### config.mk
export PLATFORM = sky130hd
export DESIGN_NAME = bcd_time_field_editor_unit
export DESIGN_NICKNAME = d
export VERILOG_FILES = /design/src/hw/rtl/bte_pkg.sv /design/src/hw/rtl/bcd_time_field_editor_unit.sv /design/src/hw/rtl/bte_edit_core.sv
export VERILOG_INCLUDE_DIRS = /design/src /design/src/hw/rtl
export SDC_FILE = /design/constraint.sdc
export NUM_CORES = 1
export LEC_CHECK = 0
export BUFFER_PORTS_ARGS = -buffer_cell sky130_fd_sc_hd__buf_2
export CORE_ASPECT_RATIO = 1.4
export CORE_MARGIN = 8
export CORE_UTILIZATION = 44
export CTS_BUF_LIST = sky130_fd_sc_hd__clkbuf_8
export DETAILED_ROUTE_END_ITERATION = 6
export GPL_ROUTABILITY_DRIVEN = 1
export PLACE_DENSITY = 0.64
export REMOVE_ABC_BUFFERS = 1
export SYNTH_ARGS = -nofsm -noshare
export SYNTH_HDL_FRONTEND = slang
export SYNTH_SLANG_ARGS = --single-unit
### constraint.sdc
create_clock -name clock -period 9.2 [get_ports clock]
set_input_delay 1.38 -clock clock [delete_from_list [all_inputs] [get_ports clock]]
set_output_delay 1.38 -clock clock [all_outputs]
set_load 0.03 [all_outputs]
### src/hw/rtl/assert_macros.svh
// Assertion macros shared by the RTL of the BCD time field editor.
// No dependencies; define NO_ASSERTIONS to compile the macros away.
`ifndef ASSERT_MACROS_SVH
`define ASSERT_MACROS_SVH

`ifndef NO_ASSERTIONS

// Check a property at every rising edge, ignored while reset is high.
`define ASSERT_PROP(lbl, clk, rst, prop) \
   lbl: assert property (@(posedge clk) disable iff (rst) prop) \
      else $error("assertion failed");

// Check that a condition never holds at a rising edge.
`define ASSERT_NEVER(lbl, clk, rst, cond) \
   lbl: assert property (@(posedge clk) disable iff (rst) !(cond)) \
      else $error("forbidden condition seen");

`else

`define ASSERT_PROP(lbl, clk, rst, prop)
`define ASSERT_NEVER(lbl, clk, rst, cond)

`endif

`endif

### src/hw/rtl/bte_pkg.sv
// Package for the BCD time field editor: action codes, register masks
// and BCD helper functions. No dependencies.
`timescale 1ns / 1ps
`default_nettype none

package bte_pkg;

   typedef enum logic [2:0] {
      ACT_TOGGLE  = 3'd0,
      ACT_HOUR    = 3'd1,
      ACT_MINUTE  = 3'd2,
      ACT_DAY     = 3'd3,
      ACT_MONTH   = 3'd4,
      ACT_YEAR    = 3'd5,
      ACT_WEEKDAY = 3'd6,
      ACT_NONE    = 3'd7
   } action_type;

   localparam int unsigned BIT_12H_POS = 7;
   localparam int unsigned BIT_PM_POS  = 5;

   localparam logic [7:0] MASK_H24  = 8'h3F;
   localparam logic [7:0] MASK_H12  = 8'h1F;
   localparam logic [7:0] MASK_MIN  = 8'h7F;
   localparam logic [7:0] MASK_DAY  = 8'h3F;
   localparam logic [7:0] MASK_MON  = 8'h1F;
   localparam logic [7:0] MASK_YEAR = 8'hFF;

   localparam logic [7:0] TOP_H24  = 8'd23;
   localparam logic [7:0] TOP_H12  = 8'd12;
   localparam logic [7:0] TOP_MIN  = 8'd59;
   localparam logic [7:0] TOP_DAY  = 8'd31;
   localparam logic [7:0] TOP_MON  = 8'd12;
   localparam logic [7:0] TOP_YEAR = 8'd99;
   localparam logic [7:0] TOP_WDAY = 8'd7;

   // Upper nibble times ten plus lower nibble; nibbles above nine pass through.
   function automatic logic [7:0] bcd_decode(input logic [7:0] b);
      logic [7:0] tens;
      tens = {4'd0, b[7:4]};
      return 8'((tens << 3) + (tens << 1) + {4'd0, b[3:0]});
   endfunction

   // Binary 0..99 to packed BCD; tens by multiply-by-reciprocal (103/1024).
   function automatic logic [7:0] bcd_encode(input logic [6:0] v);
      logic [13:0] prod;
      logic [3:0]  tens;
      logic [6:0]  ones;
      prod = 14'({7'd0, v} * 14'd103);
      tens = prod[13:10];
      ones = 7'(v - 7'(({3'd0, tens} << 3) + ({3'd0, tens} << 1)));
      return {tens, ones[3:0]};
   endfunction

   // Step up by one below the top, otherwise fall back to the low value.
   function automatic logic [7:0] step_wrap(input logic [7:0] v,
                                            input logic [7:0] lo,
                                            input logic [7:0] hi);
      return (v < hi) ? 8'(v + 8'd1) : lo;
   endfunction

endpackage

`default_nettype wire

### src/hw/rtl/bcd_time_field_editor_unit.sv
// Top level of the BCD time field editor: input register, edit core, result register.
// Depends on bte_pkg, bte_edit_core and assert_macros.svh.
//
// Usage:
//  - Request channel (req_valid / req_stall / req_action / req_reg_value): one
//    transaction carries an action code and the current clock register byte.
//  - Response channel (rsp_valid / rsp_stall / rsp_new_value): one transaction
//    per request, in order, carrying the byte to write back.
//  - Path: a request taken at a clock edge passes through the input register, then
//    the result register, before it appears on the response channel.
//  - Throughput: one transaction per cycle while rsp_stall stays low; the edit
//    logic between the two pipeline registers is a single short pass.
//  - Stall: while rsp_stall holds a waiting result, the input register still
//    fills if empty; req_stall rises only once both registers are occupied.
//  - Reset (synchronous, active high) drops both valid flags; payloads are
//    left as they are.
`timescale 1ns / 1ps
`default_nettype none
`include "assert_macros.svh"

module bcd_time_field_editor_unit
   import bte_pkg::*;
(
   input  logic       clock,
   input  logic       reset,
   input  logic       req_valid,
   output logic       req_stall,
   input  logic [2:0] req_action,
   input  logic [7:0] req_reg_value,
   output logic       rsp_valid,
   input  logic       rsp_stall,
   output logic [7:0] rsp_new_value
);

   // input register
   logic       in_valid_ff;
   logic       in_valid_in;
   action_type in_action_ff;
   logic [7:0] in_value_ff;

   // result register
   logic       out_valid_ff;
   logic       out_valid_in;
   logic [7:0] out_value_ff;

   logic [7:0] edit_result;
   logic       out_load;
   logic       in_load;

   bte_edit_core u_core (
      .action    (in_action_ff),
      .reg_value (in_value_ff),
      .new_value (edit_result)
   );

   // Advance the result register when it is empty or its transaction leaves.
   assign out_load  = !out_valid_ff || !rsp_stall;
   // Hold a request only when the input register is full and cannot drain.
   assign req_stall = in_valid_ff && !out_load;
   assign in_load   = req_valid && !req_stall;

   always_comb begin
      in_valid_in = in_valid_ff;
      if (in_load) begin
         in_valid_in = 1'b1;
      end else if (out_load) begin
         in_valid_in = 1'b0;
      end
   end

   always_comb begin
      out_valid_in = out_valid_ff;
      if (out_load) begin
         out_valid_in = in_valid_ff;
      end
   end

   always_ff @(posedge clock) begin
      if (reset) begin
         in_valid_ff  <= 1'b0;
         out_valid_ff <= 1'b0;
      end else begin
         in_valid_ff  <= in_valid_in;
         out_valid_ff <= out_valid_in;
      end
   end

   // Payloads: capture on load, hold otherwise.
   always_ff @(posedge clock) begin
      if (in_load) begin
         in_action_ff <= action_type'(req_action);
         in_value_ff  <= req_reg_value;
      end
      if (out_load && in_valid_ff) begin
         out_value_ff <= edit_result;
      end
   end

   assign rsp_valid     = out_valid_ff;
   assign rsp_new_value = out_value_ff;

   // A full pipeline blocked at the output must push back on the request side.
   `ASSERT_PROP(a_backpressure, clock, reset,
      (in_valid_ff && out_valid_ff && rsp_stall) |-> req_stall)
   // A transaction in the input register that moves on becomes a response.
   `ASSERT_PROP(a_advance, clock, reset,
      (in_valid_ff && out_load) |=> out_valid_ff)
   // The response carries the edit of the transaction that was loaded.
   `ASSERT_PROP(a_result, clock, reset,
      (in_valid_ff && out_load) |=> (rsp_new_value == $past(edit_result)))
   // Never drop a request: no acceptance while the input register cannot move.
   `ASSERT_NEVER(a_no_overrun, clock, reset,
      in_load && in_valid_ff && !out_load)

endmodule

`default_nettype wire

### src/hw/rtl/bte_edit_core.sv
// Combinational field editor: one register byte and action in, new byte out.
// Depends on bte_pkg.
`timescale 1ns / 1ps
`default_nettype none

module bte_edit_core
   import bte_pkg::*;
(
   input  action_type action,
   input  logic [7:0] reg_value,
   output logic [7:0] new_value
);

   logic       pm;
   logic       mode12;
   logic [7:0] h12_dec;
   logic [7:0] h24_dec;
   logic [7:0] h12_clip;
   logic [7:0] h24_clip;
   logic [7:0] to24_hour;
   logic [7:0] to12_hour;
   logic       to12_pm;
   logic [7:0] inc12_hour;
   logic       inc12_pm;
   logic [7:0] inc24_hour;
   logic [7:0] toggle_res;
   logic [7:0] hour_res;
   logic [7:0] min_step;
   logic [7:0] day_step;
   logic [7:0] mon_step;
   logic [7:0] year_step;

   assign pm      = reg_value[BIT_PM_POS];
   assign mode12  = reg_value[BIT_12H_POS];
   assign h12_dec = bcd_decode(reg_value & MASK_H12);
   assign h24_dec = bcd_decode(reg_value & MASK_H24);

   // 12 h to 24 h: an hour above twelve reads as one; twelve maps by PM
   always_comb begin
      h12_clip = (h12_dec > TOP_H12) ? 8'd1 : h12_dec;
      if (h12_clip == TOP_H12) begin
         to24_hour = pm ? TOP_H12 : 8'd0;
      end else begin
         to24_hour = pm ? 8'(h12_clip + TOP_H12) : h12_clip;
      end
   end

   // 24 h to 12 h: out-of-range hour reads as midnight
   always_comb begin
      h24_clip  = (h24_dec > TOP_H24) ? 8'd0 : h24_dec;
      to12_pm   = (h24_clip >= TOP_H12);
      to12_hour = to12_pm ? 8'(h24_clip - TOP_H12) : h24_clip;
      if (to12_hour == 8'd0) begin
         to12_hour = TOP_H12;
      end
   end

   always_comb begin
      inc24_hour = step_wrap(h24_dec, 8'd0, TOP_H24);
      inc12_hour = step_wrap(h12_dec, 8'd1, TOP_H12);
      inc12_pm   = pm ^ (inc12_hour == TOP_H12);
   end

   // Plain field steps; every result stays within 0..99
   always_comb begin
      min_step  = step_wrap(bcd_decode(reg_value & MASK_MIN), 8'd0, TOP_MIN);
      day_step  = step_wrap(bcd_decode(reg_value & MASK_DAY), 8'd1, TOP_DAY);
      mon_step  = step_wrap(bcd_decode(reg_value & MASK_MON), 8'd1, TOP_MON);
      year_step = step_wrap(bcd_decode(reg_value & MASK_YEAR), 8'd0, TOP_YEAR);
   end

   always_comb begin
      toggle_res = 8'd0;
      hour_res   = 8'd0;
      if (mode12) begin
         toggle_res = bcd_encode(to24_hour[6:0]);
         hour_res   = bcd_encode(inc12_hour[6:0]);
         hour_res[BIT_12H_POS] = 1'b1;
         hour_res[BIT_PM_POS]  = inc12_pm;
      end else begin
         toggle_res = bcd_encode(to12_hour[6:0]);
         toggle_res[BIT_12H_POS] = 1'b1;
         toggle_res[BIT_PM_POS]  = to12_pm;
         hour_res   = bcd_encode(inc24_hour[6:0]);
      end
   end

   always_comb begin
      new_value = reg_value;
      unique case (action)
         ACT_TOGGLE:  new_value = toggle_res;
         ACT_HOUR:    new_value = hour_res;
         ACT_MINUTE:  new_value = bcd_encode(min_step[6:0]);
         ACT_DAY:     new_value = bcd_encode(day_step[6:0]);
         ACT_MONTH:   new_value = bcd_encode(mon_step[6:0]);
         ACT_YEAR:    new_value = bcd_encode(year_step[6:0]);
         ACT_WEEKDAY: new_value = step_wrap(reg_value, 8'd1, TOP_WDAY);
         ACT_NONE:    new_value = reg_value;
      endcase
   end

endmodule

`default_nettype wire

Yosys cells after proc, flatten, opt, wreduce, memory -nomap -nowiden
Cells that the tools add are included.

Register bits: 21. Input bits: 15. Output and inout port bits: 10. Word-level logic and storage cells: 89.

Add/sub/neg operators: 29. Multiply operators: 7. Order comparisons: 9. Eq/ne operators: 9. Mux-type cells: 18. Bitwise logic cells: 1. Reductions and logical operators: 11.

Operator list (number): 7-bit by 7-bit multiplier with 14-bit output, second input constant (6); 8-bit one-hot mux with 8 select lines (1); 8-bit two-way mux (7); 7-bit two-way mux (7); 4-bit adder (7); 4-bit subtractor (7); 7-bit by 1-bit adder with 7-bit output, second input constant (3); 8-bit by 1-bit adder with 8-bit output, second input constant (2); 8-bit by 4-bit adder with 8-bit output (2); 8-bit by 4-bit == test with 1-bit output, second input constant (2); 8-bit by 5-bit < comparator with 1-bit output, second input constant (2); 6-bit by 4-bit adder with 7-bit output (2); 7-bit by 7-bit multiplier with 13-bit output, second input constant (1); 3-bit == test, second input constant (4); 7-bit by 4-bit adder with 8-bit output (1); 7-bit by 5-bit adder with 8-bit output (1); 8-bit by 4-bit >= comparator with 1-bit output, second input constant (1); 8-bit by 4-bit greater-than comparator with 1-bit output, second input constant (1); 8-bit by 5-bit greater-than comparator with 1-bit output, second input constant (1); 8-bit zero test (1); 8-bit by 3-bit < comparator with 1-bit output, second input constant (1); 8-bit by 4-bit < comparator with 1-bit output, second input constant (1); 8-bit by 6-bit < comparator with 1-bit output, second input constant (1); 8-bit by 7-bit < comparator with 1-bit output, second input constant (1); 14 further kinds (21).

Logic depth before layout (Yosys ltp)
Gate-level depths: netlist (run 1).

Depth after elaboration: 13. Gate-level depth with buffers: 35. Gate-level depth less buffers: 34.

By module
A second synthesis (run 1) with hierarchy kept.

Cells, all modules: 1039. Area total of the unflattened synthesis: 9083.7 µm².

By module, submodules not included: bte_edit_core (times used 1, cells each 1010, area each 8426.8 µm², sequential area each 0.0 µm²); bcd_time_field_editor_unit (times used 1, cells each 29, area each 656.9 µm², sequential area each 610.6 µm²).

Least setup slack after synthesis (run 1)
No wires, ideal clock.

Kind: register to register. Start: reg in_value_ff[4]. End: reg out_value_ff[3], in the netlist rsp_new_value[3] (data pin). Setup time: 0.259 ns. Data arrival time: 6.699 ns. Required time: 8.941 ns. Setup slack: 2.242 ns. Stages on the path, launching flop included: 29. Buffers on the path: 1. Clock period less this slack: 6.958 ns. Path through: edfxtp_1 ha_1 inv_1 fa_1 buf_4 and3_1 a221o_1 nor3_1 ha_1 a311oi_1 o31ai_1 xor2_1 a21o_1 ha_1 fa_1 fa_1 ha_1 ha_1 a2111oi_0 a21oi_1 a21oi_1 xnor2_1 ha_1 a21boi_0 mux2i_1 xor3_1 xnor2_1 o211ai_2 o31a_1.

Cells in the longest elaborated chain, start to end: 13. Elaborated cells between the ends (all ways): 61. Those cells by class: add/sub (28); mul (7); order compare (9); eq/ne (1); mux (15); reduce/logical (1).

Ends and longest elaborated chain: start, declared (line bcd_time_field_editor_unit.sv:39) `logic [7:0] in_value_ff;`; start signal, assigned (line bcd_time_field_editor_unit.sv:92) `in_value_ff <= req_reg_value;`; 5-bit by 3-bit adder with 6-bit output (line bte_pkg.sv:41) `return 8'((tens << 3) + (tens << 1) + {4'd0, b[3:0]});`; 6-bit by 4-bit adder with 7-bit output (line bte_pkg.sv:41); 8-bit by 5-bit greater-than comparator with 1-bit output (line bte_edit_core.sv:50) `h24_clip = (h24_dec > TOP_H24) ? 8'd0 : h24_dec;`; 8-bit two-way mux (line bte_edit_core.sv:50); 8-bit by 4-bit subtractor with 8-bit output or 8-bit by 4-bit >= comparator with 1-bit output (tied branches) (line bte_edit_core.sv:52, bte_edit_core.sv:51); 8-bit two-way mux (line bte_edit_core.sv:52) `to12_hour = to12_pm ? 8'(h24_clip - TOP_H12) : h24_clip;`; 8-bit zero test (line bte_edit_core.sv:53) `if (to12_hour == 8'd0) begin`; 7-bit two-way mux (line bte_edit_core.sv:53); 7-bit by 7-bit multiplier with 13-bit output (line bte_pkg.sv:49) `prod = 14'({7'd0, v} * 14'd103);`; 4-bit adder (line bte_pkg.sv:51) `ones = 7'(v - 7'(({3'd0, tens} << 3) + ({3'd0, tens} << 1)));`; 4-bit subtractor (line bte_pkg.sv:51); 8-bit two-way mux (line bte_edit_core.sv:75) `if (mode12) begin`; 8-bit one-hot mux with 8 select lines * (line bte_edit_core.sv:90) `unique case (action)`; net edit_result[3] (line bcd_time_field_editor_unit.sv:46) `logic [7:0] edit_result;`; end signal, assigned (line bcd_time_field_editor_unit.sv:95) `out_value_ff <= edit_result;`; end, declared (line bcd_time_field_editor_unit.sv:44) `logic [7:0] out_value_ff;`.

Mark *: on every way through the listed nets, which the timed path passes. The rest lies on a longest branch. A chain may end at the register's enable or synchronous reset.

Worst setup path in the final report (run 1)
Ends and elaborated chain as after synthesis.

==> results.sh, run 1 <==
export IMPL_final_common_cell="ha_1"
export IMPL_finClkSkew_ps=1.917
export IMPL_slew_headroom_pct=29.99
export IMPL_cp_required_ps=9220
export IMPL_ys_types=80
export IMPL_maxCapViolCount=0
export IMPL_crit_arrival_ps=7960
export IMPL_ioPinCount=25
export IMPL_place_congestion=0.9352
export IMPL_timing_final_crit_period_ps=7945
export IMPL_critPathMaxFanout=10
export IMPL_layout_drive_gt1_share_pct=5.005
export IMPL_hold_buffers=0
export IMPL_cp_common_cell="ha_1"
export IMPL_status="finished clean"
export IMPL_cts_tree="done"
export IMPL_cts_max_level=1
export IMPL_n_antenna_cell=0
export IMPL_cts_resized=0
export IMPL_core_um2=20320
export IMPL_maxSlewViolCount=0
export IMPL_clkLatencyLatePin_ps=260
export IMPL_finalHoldViolations=0
export IMPL_cts_root_buffer="clkbuf_8"
export IMPL_grt_util_all_layers_pct=16.03
export IMPL_max_freq_mhz=125.9
export IMPL_synth_avg_cell_area_um2=8.784
export IMPL_wl_mm=19.62
export IMPL_route_detailed_drc=0
export IMPL_synth_edf_count=19
export IMPL_clk_pin_slew_ps=80
export IMPL_synth_ff_type="edfxtp_1"
export IMPL_syn_inst=1029
export IMPL_numCtsBuffers=3
export IMPL_crit_type="flip-flop to flip-flop"
export IMPL_powerDensity_nw_per_um2=323.4
export IMPL_first_pass_iters=5
export IMPL_layout_nets=1430
export IMPL_rrSetupSlack_ps=1260
export IMPL_critPathBufInv=1
export IMPL_final_util_pct=47.16
export IMPL_min_period_over_period_pct=86.36
export IMPL_final_cell_mix="ha_1, inv_1, nand2_1"
export IMPL_worst_slew_pin_slew_ps=1042
export IMPL_place_ws_ps=1286
export IMPL_initial_utilization_pct=44.47
export IMPL_grt_max_degree=28
export IMPL_r2r_end="rsp_new_value[3]"
export IMPL_whs_endpoint="rsp_valid"
export IMPL_setup_tns_ps=0
export IMPL_end_kind="flip-flop"
export IMPL_whs_path_depth=2
export IMPL_min_from="in_valid_ff"
export IMPL_clock_sink_count=21
export IMPL_p_leak_nw=5.316
export IMPL_die_h_um=185.6
export IMPL_rr_worst_depth=27
export IMPL_ff_latch_area_um2=610.6
export IMPL_ys_warn_count=0
export IMPL_syn_to_final_growth_pct=6.035
export IMPL_critical_path_top_delay_family="adder cells"
export IMPL_die_area_um2=25450
export IMPL_first_iter_violations=347
export IMPL_worst_slack_ps=1255
export IMPL_grt_first_pass_wirelength_mm=33.26
export IMPL_ant_nets=0
export IMPL_nFillCells=2063
export IMPL_setup_viol=0
export IMPL_peakVddDrop_uv=184.2
export IMPL_hp_class="flip-flop to flip-flop"
export IMPL_io_buffers=24
export IMPL_grt_pass1_vias=7190
export IMPL_start_kind="flip-flop"
export IMPL_fin_hold_ws_ps=486.4
export IMPL_multi_input_area_um2=7792
export IMPL_rsz0062_at_grt="no"
export IMPL_gr_total_overflow=0
export IMPL_synthArstFlopShare_pct=0
export IMPL_cts_setup_buffers=0
export IMPL_vias=7113
export IMPL_num_rows=62
export IMPL_ys_seq_area_share_pct=6.755
export IMPL_max_stage_delay_ps=540
export IMPL_vias_per_cell=5.328
export IMPL_synth_seq_cells=21
export IMPL_final_cells=1335
export IMPL_dp_cells=1331
export IMPL_wire_per_inst_um=14.69
export IMPL_antenna_found_initial=0
export IMPL_die_width_um=137.1
export IMPL_reg2reg_from="in_value_ff[4]"
export IMPL_syn_area_um2=9039
export IMPL_slowest_stage="fa_1"
export IMPL_dp_hpwl_mm=17.56
export IMPL_clockBufferDepth=2
## Yosys cell counts, drive strengths merged, types with 5 or more instances
cell | number | area (um2)
or3 | 8 | 55.05
a21boi | 9 | 67.56
inv | 175 | 661.9
o21a | 9 | 67.56
nor3 | 15 | 86.34
a21o | 6 | 45.04
ha | 282 | 3528
a31oi | 9 | 56.30
o21ai | 27 | 138.9
a2111oi | 5 | 43.79
o211ai | 7 | 57.55
edfxtp | 19 | 570.6
nor2b | 9 | 56.30
and3 | 9 | 61.31
nand3 | 27 | 140.1
a21oi | 39 | 198.9
a211oi | 6 | 45.04
nand2b | 13 | 81.33
xor2 | 26 | 227.7
nor2 | 54 | 202.7
clkbuf | 8 | 30.03
nand2 | 67 | 251.5
nand4 | 13 | 81.33
xnor2 | 48 | 427.9
buf | 11 | 82.57
fa | 53 | 1061
nand3b | 6 | 45.04
## through the flow
stage               power (W)  instance area, um2
finish               0.003100                9584
CTS                  0.003142                9584
floorplan            0.002366                9065
global route         0.003570                9584
global placement     0.002996                9535
detailed placement   0.003059                9535
## where the power goes
part | total [W] | internal (W) | switching, W
registers | 0.000143 | 0.000130 | 0.0000133
logic | 0.00289 | 0.00129 | 0.00161
clock network | 0.0000632 | 0.0000306 | 0.0000326
total | 0.00310 | 0.00145 | 0.00165
## worst max-delay path by stage
stage | slack, ps | to | from | cells past startpoint
6_report | 1260 | rsp_new_value[3] | in_value_ff[4] | 27
5_1_grt | 700 | rsp_new_value[3] | in_value_ff[4] | 27
4_1_cts | 1260 | rsp_new_value[3] | in_value_ff[4] | 27
3_5_place_dp | 1290 | rsp_new_value[3] | in_value_ff[4] | 27
3_3_place_gp | 1570 | rsp_new_value[3] | in_value_ff[5] | 28
2_1_floorplan | 2120 | rsp_new_value[3] | in_value_ff[5] | 26
## flip-flops by register name, summed over array words and instances, names as in the netlist
| register | flops |
|---|---|
| rsp_valid | 1 |
| in_action_ff | 3 |
| rsp_new_value | 8 |
| in_value_ff | 8 |
| in_valid_ff | 1 |
## routing by layer
layer,GRT usage (%),routed length (um)
met5,0,0
met4,6.408,889
met3,2.134,950
met2,29.12,9807
met1,18.39,7970
## worst reg2reg max path, stage by stage (launching register included)
cell and delay [ps]:
edfxtp_1 460, ha_1 350, inv_1 90, fa_1 540
and3_1 250, a221o_1 340, nor3_1 340, ha_1 310
a311oi_1 70, o31ai_1 200, xor2_1 200, a21o_1 250
ha_1 360, fa_1 520, fa_1 490, ha_1 310
ha_1 320, a2111oi_0 420, a21oi_1 250, a21oi_1 220
xnor2_1 100, ha_1 320, a21boi_0 90, mux2i_1 180
xor3_1 260, xnor2_1 180, o211ai_2 90, o31a_1 160
## final cells by class
class / instances / area share (%)
inverters: 175 / 6.906
repair buffers: 28 / 1.567
flip-flops and latches: 21 / 6.371
multi-input cells: 851 / 81.31
clock inverters: 1 / 0.07833
clock buffers: 3 / 0.4308
well taps: 256 / 3.342
## logic make-up (layout without fill, tap and decap cells)
kind of cell | count (synthesis) | in the layout | synth area share, %
AO/OA/AOI/OAI | 155 | 155 | 11.63
XOR/XNOR | 77 | 77 | 8.015
adder cells (fa/ha/maj) | 335 | 335 | 50.78
buffers and inverters | 194 | 207 | 8.569
flip-flops | 21 | 21 | 6.755
multiplexers | 8 | 8 | 1.190
other | 2 | 39 | 0.08309
AND/OR/NAND/NOR | 237 | 237 | 12.98
Power figures use the tool's default switching activity.
==> inputs of run 2 (changes only) <==
--- a/config.mk
+++ b/config.mk
@@ -6,6 +6,7 @@
 export SDC_FILE = /design/constraint.sdc
 export NUM_CORES = 1
 export LEC_CHECK = 0
+export ABC_AREA = 1
 export BUFFER_PORTS_ARGS = -buffer_cell sky130_fd_sc_hd__buf_2
 export CORE_ASPECT_RATIO = 1.4
 export CORE_MARGIN = 8
==> results.sh, run 2 <==
export IMPL_gr_total_overflow=0
export IMPL_ant_nets=0
export IMPL_max_freq_mhz=133.4
export IMPL_nFillCells=2218
export IMPL_antenna_found_initial=0
export IMPL_finalHoldViolations=0
export IMPL_vias=8507
export IMPL_cts_max_level=1
export IMPL_vias_per_cell=4.984
export IMPL_n_antenna_cell=0
export IMPL_grt_util_all_layers_pct=17.21
export IMPL_start_kind="flip-flop"
export IMPL_wl_met3_um=556
export IMPL_initial_utilization_pct=44.79
export IMPL_met2_length_mm=11.74
export IMPL_layout_drive_gt1_share_pct=5.887
export IMPL_die_area_um2=27350
export IMPL_final_common_cell="inv_1"
export IMPL_ys_types=54
export IMPL_cts_resized=0
export IMPL_final_util_pct=47.76
export IMPL_clockBufferDepth=2
export IMPL_synth_seq_cells=21
export IMPL_layout_nets=1761
export IMPL_timing_final_crit_period_ps=7499
export IMPL_slowest_stage="edfxtp_1"
export IMPL_core_um2=21860
export IMPL_worst_slew_pin_slew_ps=914.4
export IMPL_synthTopCellsByArea="ha_1, inv_1, nand2_1"
export IMPL_numCtsBuffers=3
export IMPL_worst_slack_ps=1701
export IMPL_setup_viol=0
export IMPL_yosys_top_cells_count="inv_1, nand2_1, ha_1"
export IMPL_p_seq_share_pct=4.0
export IMPL_grt_pass1_vias=8858
export IMPL_clkPwrFrac_pct=1.9
export IMPL_grt_max_degree=21
export IMPL_setup_tns_ps=0
export IMPL_synth_avg_cell_area_um2=7.253
export IMPL_wl_mm=22.51
export IMPL_cts_tree="done"
export IMPL_powerDensity_nw_per_um2=336.0
export IMPL_wire_per_inst_um=13.18
export IMPL_multi_input_area_um2=8123
export IMPL_cts_root_buffer="clkbuf_8"
export IMPL_ys_warn_count=0
export IMPL_dp_cells=1703
export IMPL_die_h_um=192.5
export IMPL_ff_latch_area_um2=610.6
export IMPL_synth_edf_count=19
export IMPL_clock_sink_count=21
export IMPL_max_stage_delay_ps=650
export IMPL_synth_most_common_cell="inv_1"
export IMPL_maxCapViolCount=0
export IMPL_p_int_w=0.001437
export IMPL_cp_required_ps=9200
export IMPL_grt_first_pass_wirelength_mm=38.92
export IMPL_final_cell_mix="inv_1, nand2_1, ha_1"
export IMPL_syn_to_final_growth_pct=6.619
export IMPL_critPathMaxFanout=15
export IMPL_switchingPower_w=0.002070
export IMPL_clk_pin_slew_ps=90
export IMPL_ioPinCount=25
export IMPL_swShare_pct=59.02
export IMPL_synthArstFlopShare_pct=0
export IMPL_p_leak_nw=6.389
export IMPL_cts_setup_buffers=0
export IMPL_yosysTopAreaCellShare_pct=36.03
export IMPL_first_iter_violations=271
export IMPL_yosysTopAreaCell="ha_1"
export IMPL_clkLatencyLatePin_ps=280
export IMPL_status="finished clean"
export IMPL_hold_buffers=0
export IMPL_slew_headroom_pct=39.04
export IMPL_die_width_um=142.1
export IMPL_route_detailed_drc=0
export IMPL_cp_common_cell="ha_1"
export IMPL_dp_hpwl_mm=20.56
export IMPL_first_pass_iters=5
export IMPL_combPwrFrac_pct=94.1
export IMPL_synth_ff_type="edfxtp_1"
export IMPL_crit_arrival_ps=7500
export IMPL_final_cells=1707
export IMPL_place_congestion=0.9013
export IMPL_num_rows=64
export IMPL_rsz0062_at_grt="no"
export IMPL_syn_area_um2=9792
export IMPL_place_ws_ps=1782
export IMPL_top_layer="met4"
export IMPL_peakVddDrop_uv=429.5
export IMPL_io_buffers=24
export IMPL_wl_met1_mm=9.629
export IMPL_hp_class="flip-flop to flip-flop"
export IMPL_min_period_over_period_pct=81.51
export IMPL_crit_type="flip-flop to flip-flop"
export IMPL_end_kind="flip-flop"
export IMPL_maxSlewViolCount=0
export IMPL_ys_seq_area_share_pct=6.236
export IMPL_syn_inst=1350
export IMPL_finClkSkew_ps=8.603
[run 2: cell types whose count changed after synthesis, sizes merged, moves of 11 or more]
cell	change
nand2	+237
inv	+131
nand3	+66
xnor2	-37
nor2	+34
nand2b	-13
a21oi	+11
[run 2: stage by stage]
stage	power (W)	area [um2]	hold slack, ps
after floorplan	0.002712	9884	450.0
after global placement	0.003381	10390	475.3
after detailed placement	0.003464	10390	478.4
after CTS	0.003550	10440	491.4
after global routing	0.004106	10440	527.3
final	0.003507	10440	494.2
[run 2: worst paths after layout]
| kind | slack, ps | cells after the start | endpoint | startpoint |
|---|---|---|---|---|
| worst max-delay path | 1700 | 28 | rsp_new_value[2] | in_value_ff[5] |
| worst min register to register | 490 | 2 | rsp_valid | in_valid_ff |
| worst max register to register | 1700 | 28 | rsp_new_value[2] | in_value_ff[5] |
| worst min-delay path | 490 | 2 | rsp_valid | in_valid_ff |
[run 2: cell type report]
type                    count  share of cell area [%]
clock inverters             1                 0.07191
clock buffers               3                  0.3955
inverters                 306                   11.03
well taps                 297                   3.559
repair buffers             26                   1.294
multi-input cells        1053                   77.80
flip-flops and latches     21                   5.849
[run 2: power groups by stage]
stage | registers (W) | clock network [W] | logic, W
6_report | 0.000140 | 0.0000668 | 0.00330
5_1_grt | 0.000140 | 0.0000710 | 0.00389
4_1_cts | 0.000139 | 0.0000672 | 0.00334
3_5_place_dp | 0.000141 | 0 | 0.00332
3_3_place_gp | 0.000142 | 0 | 0.00324
2_1_floorplan | 0.000153 | 0 | 0.00256
[run 2: cells by family after synthesis]
logic type,after synthesis,synth area share (%)
flip-flops,21,6.236
other,2,0.07670
AO/OA/AOI/OAI,114,7.322
buffers and inverters,313,12.23
AND/OR/NAND/NOR,530,23.86
multiplexers,1,0.1022
adder cells (fa/ha/maj),335,46.87
XOR/XNOR,34,3.310
[run 2: worst max-delay path, delay by kind of cell, from the launching register on]
family / cells / cell delay, ps
compound gates: 4 / 1060
xor+xnor: 3 / 720
fa+ha+maj: 9 / 3380
buf+inv: 3 / 210
flops: 1 / 650
simple gates: 9 / 1210
[run 2: metal layers]
layer	track usage [%]	vias up
li1	-	4455
met1	19.04	3887
met2	33.99	126
met3	1.411	39
met4	4.600	0
met5	0	-
==> inputs of run 3 (changes only) <==
==> constraint.sdc (replaced) <==
create_clock -name clock -period 7.85 [get_ports clock]
set_input_delay 1.1775 -clock clock [delete_from_list [all_inputs] [get_ports clock]]
set_output_delay 1.1775 -clock clock [all_outputs]
set_load 0.03 [all_outputs]
==> results.sh, run 3 (synthesis gave the netlist of run 2 again) <==
export IMPL_initial_utilization_pct=44.79
export IMPL_r2r_end="rsp_new_value[2]"
export IMPL_p_int_w=0.001692
export IMPL_finalHoldViolations=0
export IMPL_die_width_um=142.1
export IMPL_rsz0062_at_grt="no"
export IMPL_status="finished clean"
export IMPL_die_h_um=192.5
export IMPL_first_iter_violations=420
export IMPL_syn_to_final_growth_pct=6.925
export IMPL_swShare_pct=59.18
export IMPL_wire_per_inst_um=13.44
export IMPL_place_congestion=0.9056
export IMPL_vias=8581
export IMPL_place_ws_ps=508.9
export IMPL_cts_root_buffer="clkbuf_8"
export IMPL_timing_final_crit_period_ps=7298
export IMPL_p_leak_nw=6.408
export IMPL_whs_path_depth=2
export IMPL_slew_headroom_pct=39.54
export IMPL_ioPinCount=25
export IMPL_vias_per_cell=5.015
export IMPL_cts_tree="done"
export IMPL_grt_pass1_vias=8596
export IMPL_clkLatencyLatePin_ps=270
export IMPL_cp_required_ps=7850
export IMPL_critPathMaxFanout=5
export IMPL_n_antenna_cell=0
export IMPL_setup_tns_ps=0
export IMPL_maxSlewViolCount=0
export IMPL_setup_viol=0
export IMPL_first_pass_iters=7
export IMPL_reg2reg_from="in_value_ff[4]"
export IMPL_max_freq_mhz=137.0
export IMPL_clk_pin_slew_ps=90
export IMPL_ant_nets=0
export IMPL_whs_endpoint="rsp_valid"
export IMPL_combPwrFrac_pct=94.2
export IMPL_critical_path_top_delay_family="adder cells"
export IMPL_cts_max_level=1
export IMPL_finClkSkew_ps=5.400
export IMPL_wl_mm=23.00
export IMPL_cts_resized=0
export IMPL_rr_worst_depth=30
export IMPL_clock_sink_count=21
export IMPL_hp_class="flip-flop to flip-flop"
export IMPL_route_detailed_drc=0
export IMPL_powerDensity_nw_per_um2=395.9
export IMPL_antenna_found_initial=0
export IMPL_io_buffers=24
export IMPL_num_rows=64
export IMPL_grt_max_degree=21
export IMPL_grt_first_pass_wirelength_mm=39.11
export IMPL_ff_latch_area_um2=610.6
export IMPL_min_from="in_valid_ff"
export IMPL_slowest_stage="fa_1"
export IMPL_layout_drive_gt1_share_pct=6.153
export IMPL_worst_slew_pin_slew_ps=906.9
export IMPL_end_kind="flip-flop"
export IMPL_start_kind="flip-flop"
export IMPL_die_area_um2=27350
export IMPL_numCtsBuffers=3
export IMPL_crit_arrival_ps=7290
export IMPL_crit_type="flip-flop to flip-flop"
export IMPL_dp_hpwl_mm=20.78
export IMPL_p_seq_share_pct=3.9
export IMPL_core_um2=21860
export IMPL_min_period_over_period_pct=92.96
export IMPL_final_common_cell="inv_1"
export IMPL_worst_slack_ps=552.3
export IMPL_critPathBufInv=5
export IMPL_final_cell_mix="inv_1, nand2_1, ha_1"
export IMPL_clkPwrFrac_pct=1.9
export IMPL_clockBufferDepth=2
export IMPL_maxCapViolCount=0
export IMPL_switchingPower_w=0.002453
export IMPL_max_stage_delay_ps=550
export IMPL_peakVddDrop_uv=368.4
export IMPL_gr_total_overflow=0
export IMPL_layout_nets=1765
export IMPL_nFillCells=2258
export IMPL_rrSetupSlack_ps=550
export IMPL_grt_util_all_layers_pct=17.39
export IMPL_multi_input_area_um2=8123
## run 3: changes by cell type in the layout (fill, tap and decap cells not counted), sizes merged
cell  delta
buf      +4
## run 3: final cells by class
| cell class | instances | area share, % |
|---|---|---|
| tap | 297 | 3.549 |
| inverter | 306 | 10.99 |
| clock buffer | 3 | 0.3944 |
| clock inverter | 1 | 0.07170 |
| timing repair buffer | 30 | 1.577 |
| multi-input combinational | 1053 | 77.58 |
| sequential | 21 | 5.832 |
## run 3: worst reg2reg max path, delay by kind of cell (launching register included)
kind                       cells  cell delay [ps]
xor gates and xnor gates       3              550
buffers and inverters          5              520
DFF                            1              480
and+or+nand+nor               10             1360
AOI/OAI and AO/OA              4              990
adders and majority gates      8             3120
## run 3: worst max-delay path by stage
stage | endpoint | cells after the start | slack [ps] | startpoint
floorplan | rsp_new_value[2] | 29 | 1470 | in_value_ff[5]
global placement | rsp_new_value[2] | 28 | 630 | in_value_ff[5]
detailed placement | rsp_new_value[2] | 31 | 510 | in_value_ff[5]
CTS | rsp_new_value[2] | 31 | 450 | in_value_ff[5]
global route | rsp_new_value[2] | 31 | 110 | in_value_ff[5]
finish | rsp_new_value[2] | 30 | 550 | in_value_ff[4]
## run 3: metal layers
metal  share of wire, %  global-route usage, %
met1                 43                  19.70
met2                 52                  34.01
met4                2.2                  4.103
met3                2.9                  1.486
met5                  0                      0
## run 3: power by group through the flow
| stage | logic [W] | clock network, W | registers [W] |
|---|---|---|---|
| 6_report | 0.00390 | 0.0000795 | 0.000162 |
| 5_1_grt | 0.00457 | 0.0000841 | 0.000163 |
| 4_1_cts | 0.00393 | 0.0000806 | 0.000162 |
| 3_5_place_dp | 0.00391 | 0 | 0.000164 |
| 3_3_place_gp | 0.00381 | 0 | 0.000165 |
| 2_1_floorplan | 0.00300 | 0 | 0.000180 |
## run 3: timing repair
action,CTS,global route
hold buffers,0,0
setup buffers,0,3
setup endpoints to repair,0,2
## run 3: per-stage QoR
stage | instance area (um2) | power [W] | cells | util (%) | hold slack, ps
6_report | 10470 | 0.004145 | 1711 | 47.89 | 491.4
4_1_cts | 10450 | 0.004176 | 1708 | 47.79 | 497.9
5_1_grt | 10470 | 0.004822 | 1711 | 47.89 | 523.7
3_3_place_gp | 10400 | 0.003970 | 1704 | 47.57 | 471.5
2_1_floorplan | 9884 | 0.003178 | 1380 | - | 450.0
3_5_place_dp | 10400 | 0.004071 | 1704 | 47.57 | 486.4
